File: config.mk
export PLATFORM = sky130hd
export DESIGN_NAME = mseu_exec
export DESIGN_NICKNAME = d
export VERILOG_FILES = /design/src/hw/rtl/mseu_pkg.sv /design/src/hw/rtl/mseu_exec.sv
export SDC_FILE = /design/constraint.sdc
export NUM_CORES = 1
export LEC_CHECK = 0
export BUFFER_PORTS_ARGS = -buffer_cell sky130_fd_sc_hd__buf_2
export CELL_PAD_IN_SITES_DETAIL_PLACEMENT = 2
export CELL_PAD_IN_SITES_GLOBAL_PLACEMENT = 2
export CORE_MARGIN = 2
export CORE_UTILIZATION = 33
export DETAILED_ROUTE_END_ITERATION = 10
export PLACE_DENSITY_LB_ADDON = 0.1
export SYNTH_ARGS = -nofsm -noshare
export SYNTH_HDL_FRONTEND = slang
export SYNTH_SLANG_ARGS = --single-unit
File: constraint.sdc
create_clock -name vclk -period 7.2
set_input_delay 1.8 -clock vclk [all_inputs]
set_output_delay 1.8 -clock vclk [all_outputs]
set_load 0.02 [all_outputs]
File: src/hw/rtl/mseu_pkg.sv
// ----------------------------------------------------------------------------
// mseu_pkg
// Opcodes, constants, the execute result type and the load word builder.
// ----------------------------------------------------------------------------
`default_nettype none

package mseu_pkg;

  localparam int REG_COUNT = 32;
  localparam int REG_AW    = 5;

  localparam logic [31:0] JUMP_KEEP_MASK = 32'hF800_0000;

  // Instruction codes.
  typedef enum logic [5:0] {
    OP_ADD = 6'd0, OP_SUB = 6'd1, OP_SLT = 6'd2, OP_SLTU = 6'd3,
    OP_AND = 6'd4, OP_OR = 6'd5, OP_XOR = 6'd6, OP_NOR = 6'd7,
    OP_SLLV = 6'd8, OP_SRLV = 6'd9, OP_SRAV = 6'd10, OP_SLL = 6'd11,
    OP_SRL = 6'd12, OP_SRA = 6'd13, OP_JR = 6'd14, OP_JALR = 6'd15,
    OP_SYSCALL = 6'd16, OP_ADDI = 6'd17, OP_SLTI = 6'd18, OP_SLTIU = 6'd19,
    OP_ANDI = 6'd20, OP_ORI = 6'd21, OP_XORI = 6'd22, OP_LUI = 6'd23,
    OP_LW = 6'd24, OP_LWX = 6'd25, OP_LH = 6'd26, OP_LHX = 6'd27,
    OP_LHU = 6'd28, OP_LHUX = 6'd29, OP_SW = 6'd30, OP_SWX = 6'd31,
    OP_SH = 6'd32, OP_SHX = 6'd33, OP_BEQ = 6'd34, OP_BNE = 6'd35,
    OP_J = 6'd36, OP_JAL = 6'd37
  } opcode_t;

  // Everything the execute logic decides for one instruction.
  typedef struct packed {
    logic [31:0] next_pc;
    logic        wr;
    logic [4:0]  widx;
    logic [31:0] val;
    logic        is_load;
    logic        is_store;
    logic        st_two;
    logic [15:0] h_a;
    logic [15:0] h_b;
    logic [1:0]  nstored;
    logic [31:0] maddr;
  } exec_t;

  // Builds a load result from the halfwords at the address and the next one.
  function automatic logic [31:0] load_word(input logic [5:0] op,
                                            input logic [15:0] h0,
                                            input logic [15:0] h1);
    logic [31:0] w;
    w = {16'h0000, h0};
    unique case (op)
      OP_LW:         w = {h0, h1};
      OP_LWX:        w = {h1, h0};
      OP_LH, OP_LHX: w = {{16{h0[15]}}, h0};
      default:       w = {16'h0000, h0};
    endcase
    return w;
  endfunction

endpackage

`default_nettype wire

File: src/hw/rtl/mseu_exec.sv
// ----------------------------------------------------------------------------
// mseu_exec
// Combinational execute logic: ALU, shifter, branch and jump targets,
// memory address and store data for one instruction.
// ----------------------------------------------------------------------------
`default_nettype none

module mseu_exec (
  input  wire logic [5:0]      op,
  input  wire logic [4:0]      dest,
  input  wire logic [31:0]     a,
  input  wire logic [31:0]     b,
  input  wire logic [4:0]      sa,
  input  wire logic [15:0]     imm,
  input  wire logic [25:0]     target,
  input  wire logic [31:0]     pc,
  output mseu_pkg::exec_t      ex
);

  logic [31:0] imms;
  logic [31:0] immz;
  logic [31:0] jpc;
  logic [31:0] val;
  logic [4:0]  widx;
  logic        wr;

  always_comb begin
    imms = {{16{imm[15]}}, imm};
    immz = {16'h0000, imm};
    jpc  = (pc & mseu_pkg::JUMP_KEEP_MASK) | {6'b000000, target};
    val  = 32'h0;
    widx = dest;
    wr   = 1'b0;

    ex          = '0;
    ex.next_pc  = pc;
    ex.maddr    = a + imms;

    // Operation decode.
    unique case (op)
      mseu_pkg::OP_ADD:  begin val = a + b; wr = 1'b1; end
      mseu_pkg::OP_SUB:  begin val = a - b; wr = 1'b1; end
      mseu_pkg::OP_SLT:  begin val = {31'h0, $signed(a) < $signed(b)}; wr = 1'b1; end
      mseu_pkg::OP_SLTU: begin val = {31'h0, a < b}; wr = 1'b1; end
      mseu_pkg::OP_AND:  begin val = a & b; wr = 1'b1; end
      mseu_pkg::OP_OR:   begin val = a | b; wr = 1'b1; end
      mseu_pkg::OP_XOR:  begin val = a ^ b; wr = 1'b1; end
      mseu_pkg::OP_NOR:  begin val = ~(a | b); wr = 1'b1; end
      mseu_pkg::OP_SLLV: begin val = a << b[4:0]; wr = 1'b1; end
      mseu_pkg::OP_SRLV: begin val = a >> b[4:0]; wr = 1'b1; end
      mseu_pkg::OP_SRAV: begin val = $unsigned($signed(a) >>> b[4:0]); wr = 1'b1; end
      mseu_pkg::OP_SLL:  begin val = a << sa; wr = 1'b1; end
      mseu_pkg::OP_SRL:  begin val = a >> sa; wr = 1'b1; end
      mseu_pkg::OP_SRA:  begin val = $unsigned($signed(a) >>> sa); wr = 1'b1; end
      mseu_pkg::OP_JR:   begin ex.next_pc = a; end
      mseu_pkg::OP_JALR: begin val = pc; wr = 1'b1; ex.next_pc = a; end
      mseu_pkg::OP_ADDI: begin val = a + imms; wr = 1'b1; end
      mseu_pkg::OP_SLTI: begin val = {31'h0, $signed(a) < $signed(imms)}; wr = 1'b1; end
      mseu_pkg::OP_SLTIU: begin val = {31'h0, a < imms}; wr = 1'b1; end
      mseu_pkg::OP_ANDI: begin val = a & immz; wr = 1'b1; end
      mseu_pkg::OP_ORI:  begin val = a | immz; wr = 1'b1; end
      mseu_pkg::OP_XORI: begin val = a ^ immz; wr = 1'b1; end
      mseu_pkg::OP_LUI:  begin val = {imm, 16'h0000}; wr = 1'b1; end
      mseu_pkg::OP_LW, mseu_pkg::OP_LWX, mseu_pkg::OP_LH, mseu_pkg::OP_LHX,
      mseu_pkg::OP_LHU, mseu_pkg::OP_LHUX: begin
        wr = 1'b1;
        ex.is_load = 1'b1;
      end
      mseu_pkg::OP_SW: begin
        ex.is_store = 1'b1; ex.st_two = 1'b1; ex.nstored = 2'd2;
        ex.h_a = b[31:16]; ex.h_b = b[15:0];
      end
      mseu_pkg::OP_SWX: begin
        ex.is_store = 1'b1; ex.st_two = 1'b1; ex.nstored = 2'd2;
        ex.h_a = b[15:0]; ex.h_b = b[31:16];
      end
      mseu_pkg::OP_SH: begin
        ex.is_store = 1'b1; ex.nstored = 2'd1;
        ex.h_a = b[15:0];
      end
      mseu_pkg::OP_SHX: begin
        ex.is_store = 1'b1; ex.nstored = 2'd1;
        ex.h_a = {b[7:0], b[15:8]};
      end
      mseu_pkg::OP_BEQ: begin
        if (a == b) ex.next_pc = pc + imms;
      end
      mseu_pkg::OP_BNE: begin
        if (a != b) ex.next_pc = pc + imms;
      end
      mseu_pkg::OP_J:   begin ex.next_pc = jpc; end
      mseu_pkg::OP_JAL: begin val = pc; widx = 5'd31; wr = 1'b1; ex.next_pc = jpc; end
      default: begin end
    endcase

    // Writes to register zero are dropped and reported as no write.
    if (wr && widx != 5'd0) begin
      ex.wr   = 1'b1;
      ex.widx = widx;
      ex.val  = val;
    end else begin
      ex.wr      = 1'b0;
      ex.widx    = 5'd0;
      ex.val     = 32'h0;
      ex.is_load = 1'b0;
    end
  end

endmodule

`default_nettype wire

* After elaboration in Yosys (flattened, before gate mapping) *
Index checks and enable logic that the tools add are counted.

word-level totals
  register bits after elaboration = 0
  latch bits = 0
  RAM bits = 0
  bits in read-only memories = 0
  output and inout bits = 139
  logic and storage cells = 86
  memories kept = 0

cells by class
  add/subtract/negate cells = 4
  $mul = 0
  div/mod/pow operators = 0
  order comparisons = 4
  equality and inequality tests = 38
  shift-type cells = 6
  muxes and demuxes = 14
  bitwise logic cells = 8
  reductions and logical operators = 12

operators with widths
  cell                  number
  $pmux W32 S22         1
  $pmux W32 S4          1
  $add A32 B32 Y32      3
  $lt A32 B32 Y1        3
  $eq A6 B5 Y1 const B  15
  $mux W32              2
  $shl A32 B5 Y32       2
  $shr A32 B5 Y32       2
  $sshr A32 B5 Y32      2
  $eq A6 B4 Y1 const B  8
  $pmux W16 S3          1
  $mux W38              1
  $eq A6 B6 Y1 const B  6
  $and A32 B16 Y32      1
  $and A32 B32 Y32      1
  $eq A32 B32 Y1        1
  $lt A32 B16 Y1        1
  $ne A32 B32 Y1        1
  $not A32 Y32          1
  $or A32 B16 Y32       1
  $or A32 B26 Y32       1
  $or A32 B32 Y32       1
  $pmux W16 S2          1
  $sub A32 B32 Y32      1
  15 further kinds      28

* Logic depth before layout (Yosys ltp) *
  depth after elaboration = 5
  gate-level depth with buffers = 14

* Worst setup path before layout *
Ideal clock, no wire load.

  kind = input -> output
  from = input port b[4]
  to = output port ex[98] in the netlist's numbering
  arrival = 5.176 ns
  required time = 5.400 ns
  path slack = 0.224 ns
  cell stages on the path = 14
  buffers on the path = 2
  cell sequence = clkbuf_1 > inv_1 > ha_1 > clkbuf_1 > or4_1 > o21ai_0 > a21oi_1 > a41o_1 > a21oi_1 > o21ai_0 > a221o_1 > a41oi_1 > mux2_2 > a31oi_1

RTL lines
  item             RTL line         text
  start, declared  mseu_exec.sv:12  input wire logic [31:0] b,
  end, declared    mseu_exec.sv:17  output mseu_pkg::exec_t ex

==> results.py <==
metrics = {
    "floorplanning": {
        "die_w_um": 233,
        "initial_core_util": 0.335,
        "ioPinCount": 293,
        "core_mm2": 0.0515,
        "die_height_um": 233,
        "fp-row-count": 83,
        "dieArea_mm2": 0.0541,
    },
    "placement": {
        "place_inst": 3579,
        "hpwl_um": 111000,
        "place_area_mm2": 0.0215,
        "port_buffers": 293,
        "gp_congestion": 1.12,
    },
    "global_route": {
        "grt_use_met1": 0.590,
        "grt_use_total": 0.478,
        "grt_pass1_wl_um": 188000,
        "use_met3": 0.125,
        "grt_pass1_vias": 25500,
        "grt.busiest_layer": "met2",
        "grt_start_max_net_pins": 33,
        "met2_usage": 0.725,
        "overflow": 0,
        "antenna_found_initial": 13,
    },
    "finish": {
        "n_fill_cell": 6141,
        "drive_gt1_frac": 0.278,
        "nets": 3269,
        "final_cells": 3593,
        "final_util": 0.425,
        "seq_cells": 0,
        "finish.instance_area_mm2": 0.0219,
        "regArea_um2": 0,
        "clockBufferCount": 0,
        "area_growth_pct": 27.0,
    },
    "synth": {
        "syn_area_mm2": 0.0172,
        "synth.top_cell.area_share": 0.149,
        "syn_nets": 2838,
        "synthXorXnorAreaFrac": 0.0396,
        "synth.mux.area_fraction": 0.176,
        "avgSynthCellArea_um2": 6.97,
        "synth_common_cells": "229 x nor2_1, 216 x nand2_1, 206 x ha_1",
        "synth_area_leaders": "ha_1 15%, mux2i_1 9.8%, mux4_2 5.9%",
        "synth_top_family_by_area": "compound AO/OA/AOI/OAI gates",
        "synth_largest_area_cell": "ha_1",
        "synth_adder_area_share": 0.154,
        "synth_compound_area_frac": 0.342,
        "yosys.cell_types.count": 92,
        "synth_most_common_cell": "nor2_1",
        "postSynthCellCount": 2474,
        "yosys_warnings": 0,
        "yosysSeqAreaShare": 0,
        "yosys.area_share.simple": 0.199,
    },
    "routing": {
        "firstDrtPassIters": 8,
        "routed_via_density": 7.03,
        "drc": 0,
        "drt_wl_total_um": 135000,
        "wl_per_cell_um": 37.7,
        "antenna_left": 0,
        "first_iter_violations": 3117,
        "vias": 25300,
    },
    "power_and_ir_drop": {
        "p_leak_nw": 10.2,
        "ir_worst_vdd_v": 0.0000554,
        "powerDensity_mw_per_mm2": 92.9,
    },
    "min_path": {
        "hold_class": "in -> out",
        "worst_hold_path.num_cells": 3,
        "min_from": "dest[1]",
    },
    "flow_run": {
        "maxCapViolCount": 0,
    },
    "sta": {
        "fin_crit_ns": 7.27,
        "slew_headroom": 0.237,
        "finalWorstSetupSlack_ns": -0.0698,
        "finalSetupViolations": 4,
        "post-route-period-util": 1.01,
        "worst_pin_slew_ns": 1.14,
        "drv_slew": 0,
        "hold_viol_final": 0,
        "grt_setup_unrepaired": "true",
        "max_freq_mhz": 138,
    },
    "outcome": {
        "status": "finished with violations",
        "violations": "setup timing",
    },
    "worst_setup_path": {
        "critPathLaunch": "a[4]",
        "cp_max_fo": 4,
        "endpoint": "ex[97]",
        "worstPathArrival_ns": 5.47,
        "setup.worst_path.end_class": "output pin",
        "cp-start-kind": "input port",
        "crit_type": "in -> out",
        "crit_required_ns": 5.40,
    },
    "clock_tree": {
        "cts_hold_buf": 0,
    },
}
## layout by cell type (no fill, tap or decap), types with 24 or more instances in the layout
cell        n
a211oi_1   43
a21o_1     33
a21oi_1   183
a221oi_1   49
a222oi_1   52
a22oi_1    50
a31oi_1    50
buf_2     290
buf_4     331
ha_1      199
inv_1     155
mux2i_1   165
mux4_2     45
nand2_1   216
nand3_1    55
nand4_1    26
nor2_1    224
nor3_1     55
o21ai_0   113
o21bai_1   30
o22ai_1    24
xnor2_1    57
## cell families after synthesis
logic type               after synthesis
AND/OR/NAND/NOR                      730
buffers and inverters                373
adder cells (fa/ha/maj)              210
multiplexers                         240
AO/OA/AOI/OAI                        843
XOR/XNOR                              78
## critical path: stages
cell and delay, ns:
clkbuf_4 0.17, clkinvlp_4 0.20, ha_4 0.35, nand2_1 0.10, o211ai_1 0.31, nand3_1 0.15
buf_4 0.19, a2111oi_2 0.40, buf_4 0.19, a211oi_2 0.06, buf_4 0.17, a31oi_4 0.22
or4_1 0.15, nand4_1 0.25, a2111oi_4 0.42, a21oi_1 0.12, buf_2 0.19
## how the worst min path moves through the flow
stage	endpoint	slack (ns)
floorplan	ex[109]	3.76
global placement	ex[102]	3.94
detailed placement	ex[102]	3.95
CTS	ex[102]	3.95
global route	ex[102]	3.96
finish	ex[102]	3.95
## repair_timing
action	CTS	global route
setup endpoints to repair	10	34
gates resized for setup	16	55
pin swaps	1	13
cloned	0	1
buffers inserted	1	2
## power breakdown
group	switching (mW)	internal [mW]	total, mW
Sequential	0	0	0
Clock	0	0.0000000955	0.0000000956
Combinational	1.33	0.703	2.03
## stage by stage
step                hold slack [ns]  total power, mW  setup TNS [ns]  setup slack (ns)
floorplan                      3.76             1.02               0             0.224
global placement               3.94             1.83          -0.751            -0.455
detailed placement             3.95             1.90           -1.44            -0.492
CTS                            3.95             1.92               0         0.0000675
global route                   3.96             2.09          -0.280            -0.132
finish                         3.95             2.03          -0.101           -0.0698
## area by class of cell
class	count	area, um2	area share
Inverter	160	612	0.0279
Timing Repair Buffer	642	4330	0.198
Multi-Input combinational cell	2101	16100	0.734
Antenna cell	10	25.0	0.00114
Tap cell	680	851	0.0389
## routing by layer
metal  part of all wire  routed length [um]
met2               0.42               57200
met3               0.11               15400
met1               0.38               51100
met4              0.086               11600
met5            0.00054                  73
(Power assumes the default switching activity.)
