`src/hw/rtl/mseu_pkg.sv`:
```
// ----------------------------------------------------------------------------
// mseu_pkg
// Opcodes, constants, the execute result type and the load word builder.
// ----------------------------------------------------------------------------
`default_nettype none

package mseu_pkg;

  localparam int REG_COUNT = 32;
  localparam int REG_AW    = 5;

  localparam logic [31:0] JUMP_KEEP_MASK = 32'hF800_0000;

  // Instruction codes.
  typedef enum logic [5:0] {
    OP_ADD = 6'd0, OP_SUB = 6'd1, OP_SLT = 6'd2, OP_SLTU = 6'd3,
    OP_AND = 6'd4, OP_OR = 6'd5, OP_XOR = 6'd6, OP_NOR = 6'd7,
    OP_SLLV = 6'd8, OP_SRLV = 6'd9, OP_SRAV = 6'd10, OP_SLL = 6'd11,
    OP_SRL = 6'd12, OP_SRA = 6'd13, OP_JR = 6'd14, OP_JALR = 6'd15,
    OP_SYSCALL = 6'd16, OP_ADDI = 6'd17, OP_SLTI = 6'd18, OP_SLTIU = 6'd19,
    OP_ANDI = 6'd20, OP_ORI = 6'd21, OP_XORI = 6'd22, OP_LUI = 6'd23,
    OP_LW = 6'd24, OP_LWX = 6'd25, OP_LH = 6'd26, OP_LHX = 6'd27,
    OP_LHU = 6'd28, OP_LHUX = 6'd29, OP_SW = 6'd30, OP_SWX = 6'd31,
    OP_SH = 6'd32, OP_SHX = 6'd33, OP_BEQ = 6'd34, OP_BNE = 6'd35,
    OP_J = 6'd36, OP_JAL = 6'd37
  } opcode_t;

  // Everything the execute logic decides for one instruction.
  typedef struct packed {
    logic [31:0] next_pc;
    logic        wr;
    logic [4:0]  widx;
    logic [31:0] val;
    logic        is_load;
    logic        is_store;
    logic        st_two;
    logic [15:0] h_a;
    logic [15:0] h_b;
    logic [1:0]  nstored;
    logic [31:0] maddr;
  } exec_t;

  // Builds a load result from the halfwords at the address and the next one.
  function automatic logic [31:0] load_word(input logic [5:0] op,
                                            input logic [15:0] h0,
                                            input logic [15:0] h1);
    logic [31:0] w;
    w = {16'h0000, h0};
    unique case (op)
      OP_LW:         w = {h0, h1};
      OP_LWX:        w = {h1, h0};
      OP_LH, OP_LHX: w = {{16{h0[15]}}, h0};
      default:       w = {16'h0000, h0};
    endcase
    return w;
  endfunction

endpackage

`default_nettype wire

```
`src/hw/rtl/mseu_regfile.sv`:
```
// ----------------------------------------------------------------------------
// mseu_regfile
// Register file with two registered read ports, one write port and
// per-entry valid bits so that unwritten entries read as zero.
// ----------------------------------------------------------------------------
`default_nettype none

module mseu_regfile (
  input  wire logic                       clk,
  input  wire logic                       rst_n,
  input  wire logic                       rd_en,
  input  wire logic [mseu_pkg::REG_AW-1:0] ra,
  input  wire logic [mseu_pkg::REG_AW-1:0] rb,
  input  wire logic                       we,
  input  wire logic [mseu_pkg::REG_AW-1:0] wa,
  input  wire logic [31:0]                wd,
  output logic [31:0]                     qa,
  output logic [31:0]                     qb
);

  logic [31:0]                     mem [mseu_pkg::REG_COUNT];
  logic [mseu_pkg::REG_COUNT-1:0]  vld_r;
  logic [31:0]                     qa_r;
  logic [31:0]                     qb_r;

  // Valid bits: register zero is never written, so it always reads zero.
  always_ff @(posedge clk) begin
    if (!rst_n) begin
      vld_r <= '0;
    end else if (we) begin
      vld_r[wa] <= 1'b1;
    end
  end

  // Storage write.
  always_ff @(posedge clk) begin
    if (we) begin
      mem[wa] <= wd;
    end
  end

  // Registered reads; a write in the same cycle is passed through.
  always_ff @(posedge clk) begin
    if (rd_en) begin
      if (we && wa == ra) begin
        qa_r <= wd;
      end else begin
        qa_r <= vld_r[ra] ? mem[ra] : 32'h0;
      end
      if (we && wa == rb) begin
        qb_r <= wd;
      end else begin
        qb_r <= vld_r[rb] ? mem[rb] : 32'h0;
      end
    end
  end

  assign qa = qa_r;
  assign qb = qb_r;

endmodule

`default_nettype wire

```
`config.mk`:
```
export PLATFORM = sky130hd
export DESIGN_NAME = mseu_regfile
export DESIGN_NICKNAME = d
export VERILOG_FILES = /design/src/hw/rtl/mseu_pkg.sv /design/src/hw/rtl/mseu_regfile.sv
export SDC_FILE = /design/constraint.sdc
export NUM_CORES = 2
export LEC_CHECK = 0
export BUFFER_PORTS_ARGS = -buffer_cell sky130_fd_sc_hd__clkbuf_2
export CELL_PAD_IN_SITES_DETAIL_PLACEMENT = 0
export CELL_PAD_IN_SITES_GLOBAL_PLACEMENT = 1
export CORE_MARGIN = 2
export CORE_UTILIZATION = 50
export CTS_CLUSTER_SIZE = 40
export DETAILED_ROUTE_END_ITERATION = 16
export PLACE_DENSITY_LB_ADDON = 0.08
export SYNTH_ARGS = -nofsm -noshare
export SYNTH_HDL_FRONTEND = slang
export SYNTH_SLANG_ARGS = --single-unit
export TNS_END_PERCENT = 10
```
`constraint.sdc`:
```
create_clock -name clk -period 2.7 [get_ports clk]
set_clock_uncertainty 0.05 [all_clocks]
set_input_delay 0.135 -clock clk [delete_from_list [all_inputs] [get_ports clk]]
set_output_delay 0.135 -clock clk [all_outputs]
set_load 0.02 [all_outputs]
```
* Word level (Yosys, flattened, before mapping) *
Memories as Yosys holds them, arrays and structs flattened.
Cells that the tools add are included.

storage, ports and cells
  output and inout port bits = 64
  latch bits = 0
  RAM bits = 1024
  bits in registers = 96
  ROM bits = 0
  memories = 1
  bits of input ports = 51

memory list
  name  depth  bits a word  read ports  clocked after Yosys merged registers in  wr ports  RTL line            RTL
  mem   32     32           2           0                                        1         mseu_regfile.sv:21  logic [31:0] mem [mseu_pkg::REG_COUNT];

cells by class
  reductions and logical operators = 3
  multipliers = 0
  add/subtract/negate cells = 0
  div/mod/pow operators = 0
  shifts and indexed selects = 0
  bitwise logic cells = 1
  equality and inequality tests = 2
  mux-type cells = 12
  order comparisons = 4

operators with widths
  operator                                              count
  two-way mux 32 bit                                    4
  bitwise OR 32 bit                                     1
  < comparator 5 x 6 -> 1 bit (second input constant)   3
  binary-select mux 1 bit (select 5 bit)                2
  equality test 5 bit                                   2
  demux 1 bit (select 5 bit)                            1
  >= comparator 5 x 1 -> 1 bit (second input constant)  1
  two-way mux 1 bit                                     5
  logical AND 1 bit                                     3

* Depth between registers and ports, before layout *
  depth in word-level cells = 5
  depth in mapped cells = 10
  gate-level depth less buffers = 5

* Least setup slack after synthesis *
No wires, ideal clock.

  path kind = input to register
  from = input port wa[0] (netlist name)
  to = memory mem[28][0], enable pin
  stages on the path = 4
  arrival = 2336 ps
  setup time = 423 ps
  path buffers = 2
  setup slack = -109 ps
  required time = 2227 ps
  path through = clkbuf_1 -> or3b_2 -> clkbuf_1 -> nor2_1

RTL lines
  what         RTL line            RTL
  from (decl)  mseu_regfile.sv:15  input wire logic [mseu_pkg::REG_AW-1:0] wa,
  to (decl)    mseu_regfile.sv:21

Straight into the memory's write port.

* Worst setup path in the final report *
  from = register vld_r[27] (netlist name)
  to = register qa_r[22] (netlist: qa[22]), data pin

between the ends
  word-level cells in the longest chain between the ends = 4

ends and longest elaborated chain
  what                                     RTL line            RTL
  from (decl)                              mseu_regfile.sv:22  logic [mseu_pkg::REG_COUNT-1:0] vld_r;
  from (signal assigned)                   mseu_regfile.sv:29  vld_r <= '0;
  from (signal, indexed assignment)        mseu_regfile.sv:31  vld_r[wa] <= 1'b1;
  binary-select mux 1 bit (select 5 bit)   mseu_regfile.sv:48  qa_r <= vld_r[ra] ? mem[ra] : 32'h0;
  two-way mux 1 bit (implied by the code)  mseu_regfile.sv:48
  two-way mux 32 bit                       mseu_regfile.sv:48
  two-way mux 32 bit                       mseu_regfile.sv:45  if (we && wa == ra) begin
  to (signal assigned)                     mseu_regfile.sv:46  qa_r <= wd;
  to (signal assigned)                     mseu_regfile.sv:48
  to (decl)                                mseu_regfile.sv:23  logic [31:0] qa_r;

No other way between the ends. The select of a mux whose other input is x is not followed.
A chain may end at the register's enable or synchronous reset.

==> run summary <==
RUN STATUS
--------------------------------------------------------------------------------
Run status                                                          finished clean

POWER
--------------------------------------------------------------------------------
Sequential Power Share                                                     0.504
Pleak                                                                  0.0185 uW
P_sw                                                                     8730 uW
Comb power frac                                                            0.084
Clock power frac                                                           0.412
Power per unit of standard cell area                                 658 nW/um^2
Proportion of total power due to net switching                             0.226
Pint                                                                    29900 uW
Peak supply drop                                                        0.581 mV

TIMING
--------------------------------------------------------------------------------
RSZ-0062 raised after global routing                                          no
Slew HR                                                                    0.496
Post-route worst hold slack                                            0.0292 ns
Max-slew violation count                                                       0
Final sum of negative setup slack                                           0 ns
Fin. Hold Viols                                                                0
Final number of setup-violating endpoints                                      0
Transition time at the pin with the least slew margin                   0.756 ns
Peak clock frequency supported by timing                                 437 MHz
Time the worst path needs with I/O delays and setup                      2.29 ns
Fin crit share                                                             0.848

FLOORPLANNING
--------------------------------------------------------------------------------
Die X                                                                     322 um
Initial core utilization                                                   0.505
Core region area                                                    100000 sq um
Die outline height                                                        322 um
I/O pin total                                                                115
Area of the die                                                     104000 sq um
Rows                                                                         116

MIN PATH
--------------------------------------------------------------------------------
Path category of the worst min-delay check                             in -> reg
Cell depth of the worst hold path                                              1
WHS Endpoint                                                        mem[24][13]$_DFFE_PP_
Worst Min Path Start                                                      wd[13]

LOGIC SYNTHESIS
--------------------------------------------------------------------------------
Mean Syn Cell Area                                                    21.0 sq um
Cells after Synth                                                           2411
Async set or reset register ratio after synthesis                              0
Sequential share of the synthesized area                                   0.658
Primary FF master, synth                                                edfxtp_1
Synth Net Count                                                             2462
Count of flip-flops with a built-in enable after synthesis                  1088
Post-synthesis instance area                                         50600 sq um
Leading cell types by total area after synthesis                    edfxtp_1, mux4_2, a22oi_1
Unique masters post-synth                                                     41
Share of Yosys cell area claimed by the top area cell type                 0.645
Yosys synthesis warning count                                                  0
Cell taking the most area after synthesis                               edfxtp_1
Number of synthesized register bits                                         1120

CRITICAL PATH
--------------------------------------------------------------------------------
Critical-path cell list                                             mux4_2 > a2bb2oi_1 > o2111ai_1 > a21oi_4 > buf_4 > a32o_1
Dominant delay contributor by cell family on the critical path      compound AO/OA/AOI/OAI gates
CP Data Required Time                                                    3.09 ns
Critical path's slowest cell                                              mux4_2
Largest fanout of any net on the critical path                                13
Startpoint of the worst-slack reg-to-reg timing path                vld_r[27]$_SDFFE_PN0P_
Cell count of the worst reg-to-reg path                                        6
Delay contributed by the slowest stage of the critical path              0.47 ns
Kind of end point of the critical path                                      flop
Number of cells on the critical path                                           6
Buffers and inverters on the worst path                                        1
Critical Path Start Type                                                    flop
Crit Reg-Reg Endpoint                                               qa[22]$_DFFE_PP_
R2R Setup Slk                                                            0.41 ns
Arrival time of the worst setup path                                     2.68 ns
Critical Setup Path Class                                             reg -> reg

GRT
--------------------------------------------------------------------------------
Global-route wire length before repair                                    217 mm
Number of global-route vias before repair                                  29.2k
Pin count of the biggest net entering global routing                          58
Leftover overflow at the end of global routing                                 0
All-layer global routing usage                                             0.300
Number of antenna violations at the first check in global routing              4

FINAL LAYOUT
--------------------------------------------------------------------------------
Fraction of final layout cells sized beyond drive strength 1               0.399
Area of combinational cells with multiple inputs                     16700 sq um
Count of fill cells added during filler insertion                           7291
Area added between synthesis and finish                                    15.9%
Number of nets in the finished design                                       2692
Register Area                                                        33300 sq um

PLACED DESIGN
--------------------------------------------------------------------------------
Placer Congestion                                                          0.835
Count of port buffers added during placement                                 114
DP HPWL                                                                  88.0 mm

CLOCK TREE
--------------------------------------------------------------------------------
H-tree lvl count                                                               3
Clock insertion delay at the later pin of the skew report                0.72 ns
TritonCTS Sinks                                                             1120
Clock Tree Buf Depth                                                           3
Postcts setup bufs                                                             0
Clock root buffer master                                               clkbuf_16
TritonCTS clock tree                                                         yes
Clock-pin slew on the worst setup and hold paths                         0.06 ns
CTS buffer count                                                             119

ROUTE
--------------------------------------------------------------------------------
Post-DR wirelength/cell                                                  37.4 um
Number of vias in the routed layout                                        28.4k
Total Wirelength                                                          153 mm
Total DRC errors in the routed layout                                          0
Pre-antenna DRT Iters                                                          5
Via density per instance                                                    6.92
Number of nets with antenna violations after detailed routing                  0
Initial detailed-routing violation count                                    3697

FLOW RUN
--------------------------------------------------------------------------------
Max-cap violation count                                                        0

-- how the worst max path moves through the flow --
stage	to	start
final	qa[22]$_DFFE_PP_	vld_r[27]$_SDFFE_PN0P_
after floorplan	mem[28][0]$_DFFE_PP_	wa[0]
after detailed placement	qb[15]$_DFFE_PP_	rb[0]
after global routing	qa[22]$_DFFE_PP_	vld_r[25]$_SDFFE_PN0P_
after global placement	qb[9]$_DFFE_PP_	rb[0]
after CTS	qa[24]$_DFFE_PP_	vld_r[27]$_SDFFE_PN0P_
-- cell families after synthesis --
kind of cell / Yosys count / share of synthesized area
xor+xnor: 10 / 0.00173
flops: 1120 / 0.658
buf+inv: 204 / 0.0174
mux: 624 / 0.267
simple gates: 232 / 0.0229
compound gates: 221 / 0.0330
-- per-layer routing --
layer	share of wire	track usage
met2	0.49	0.485
met3	0.084	0.0484
met4	0.033	0.0982
met1	0.39	0.424
met5	0.00017	0
-- state kept, by name, summed over array words and instances, names as in the netlist --
name	flops
mem	1024
qa	32
qb	32
vld_r	32
-- power groups by stage --
| stage | clock [uW] | combinational (uW) | sequential (uW) |
|---|---|---|---|
| floorplan | 0 | 1830 | 19900 |
| CTS | 16200 | 3240 | 19500 |
| finish | 15900 | 3230 | 19500 |
| global route | 16800 | 3400 | 19500 |
| global placement | 0 | 3200 | 19800 |
| detailed placement | 0 | 3230 | 19900 |
-- through the flow --
step / utilization / std cells / area, sq um / total power (uW) / worst slack [ns]
final: 0.585 / 4097 / 58700 / 38600 / 0.411
after global routing: 0.585 / 4096 / 58700 / 39700 / 0.386
after CTS: 0.585 / 4096 / 58700 / 38900 / 0.459
after detailed placement: 0.547 / 3867 / 54800 / 23100 / 0.268
after global placement: 0.547 / 3867 / 54800 / 23000 / 0.248
after floorplan: - / 2411 / 50600 / 21700 / -0.109
-- layout make-up --
type                            instances  share of cell area
Sequential cell                      1120               0.568
Multi-Input combinational cell       1087               0.285
Timing Repair Buffer                  309              0.0541
Clock buffer                          133              0.0520
Tap cell                             1357              0.0289
Clock inverter                         86              0.0120
Inverter                                4            0.000277
Antenna cell                            1           0.0000426
-- cells in the mapped netlist (5+ instances only) --
master,n
mux2i_1,41
xor2_1,8
clkbuf_1,122
mux4_2,582
nand3_1,5
o21ai_1,31
nor2_1,38
a22oi_1,98
buf_1,14
nand3b_1,38
dfxtp_1,32
o21a_1,36
edfxtp_1,1088
a32o_1,32
nand2_1,98
a21oi_1,6
nand4_1,33
buf_2,56
-- layout by cell type, fill, tap and decap left out, types with 3 or more instances in the layout --
cell type | Yosys | layout
a21oi_1 | 6 | 5
a221oi_1 | 4 | 4
a22oi_1 | 98 | 98
a32o_1 | 32 | 32
buf_12 | 0 | 85
buf_4 | 4 | 103
buf_8 | 0 | 4
bufinv_16 | 0 | 11
clkbuf_1 | 122 | 13
clkbuf_16 | 0 | 120
clkbuf_2 | 0 | 106
clkinv_1 | 0 | 38
clkinv_2 | 0 | 25
clkinvlp_4 | 0 | 7
dfxtp_1 | 32 | 32
dlygate4sd3_1 | 0 | 10
edfxtp_1 | 1088 | 1088
inv_1 | 4 | 3
inv_6 | 0 | 3
mux2i_1 | 41 | 41
mux4_2 | 582 | 582
nand2_1 | 98 | 98
nand3_1 | 5 | 5
nand3b_1 | 38 | 38
nand4_1 | 33 | 33
nor2_1 | 38 | 5
nor2_4 | 0 | 33
o21a_1 | 36 | 36
o21ai_1 | 31 | 31
o32a_1 | 3 | 3
or2_1 | 4 | 4
or3b_2 | 3 | 3
xor2_1 | 8 | 8
-- repair_timing --
action	CTS	global route
hold buffers	10	0
hold endpoints to repair	299	0
gates resized for setup	0	0
No activity file was read; power rests on OpenSTA's default activity.
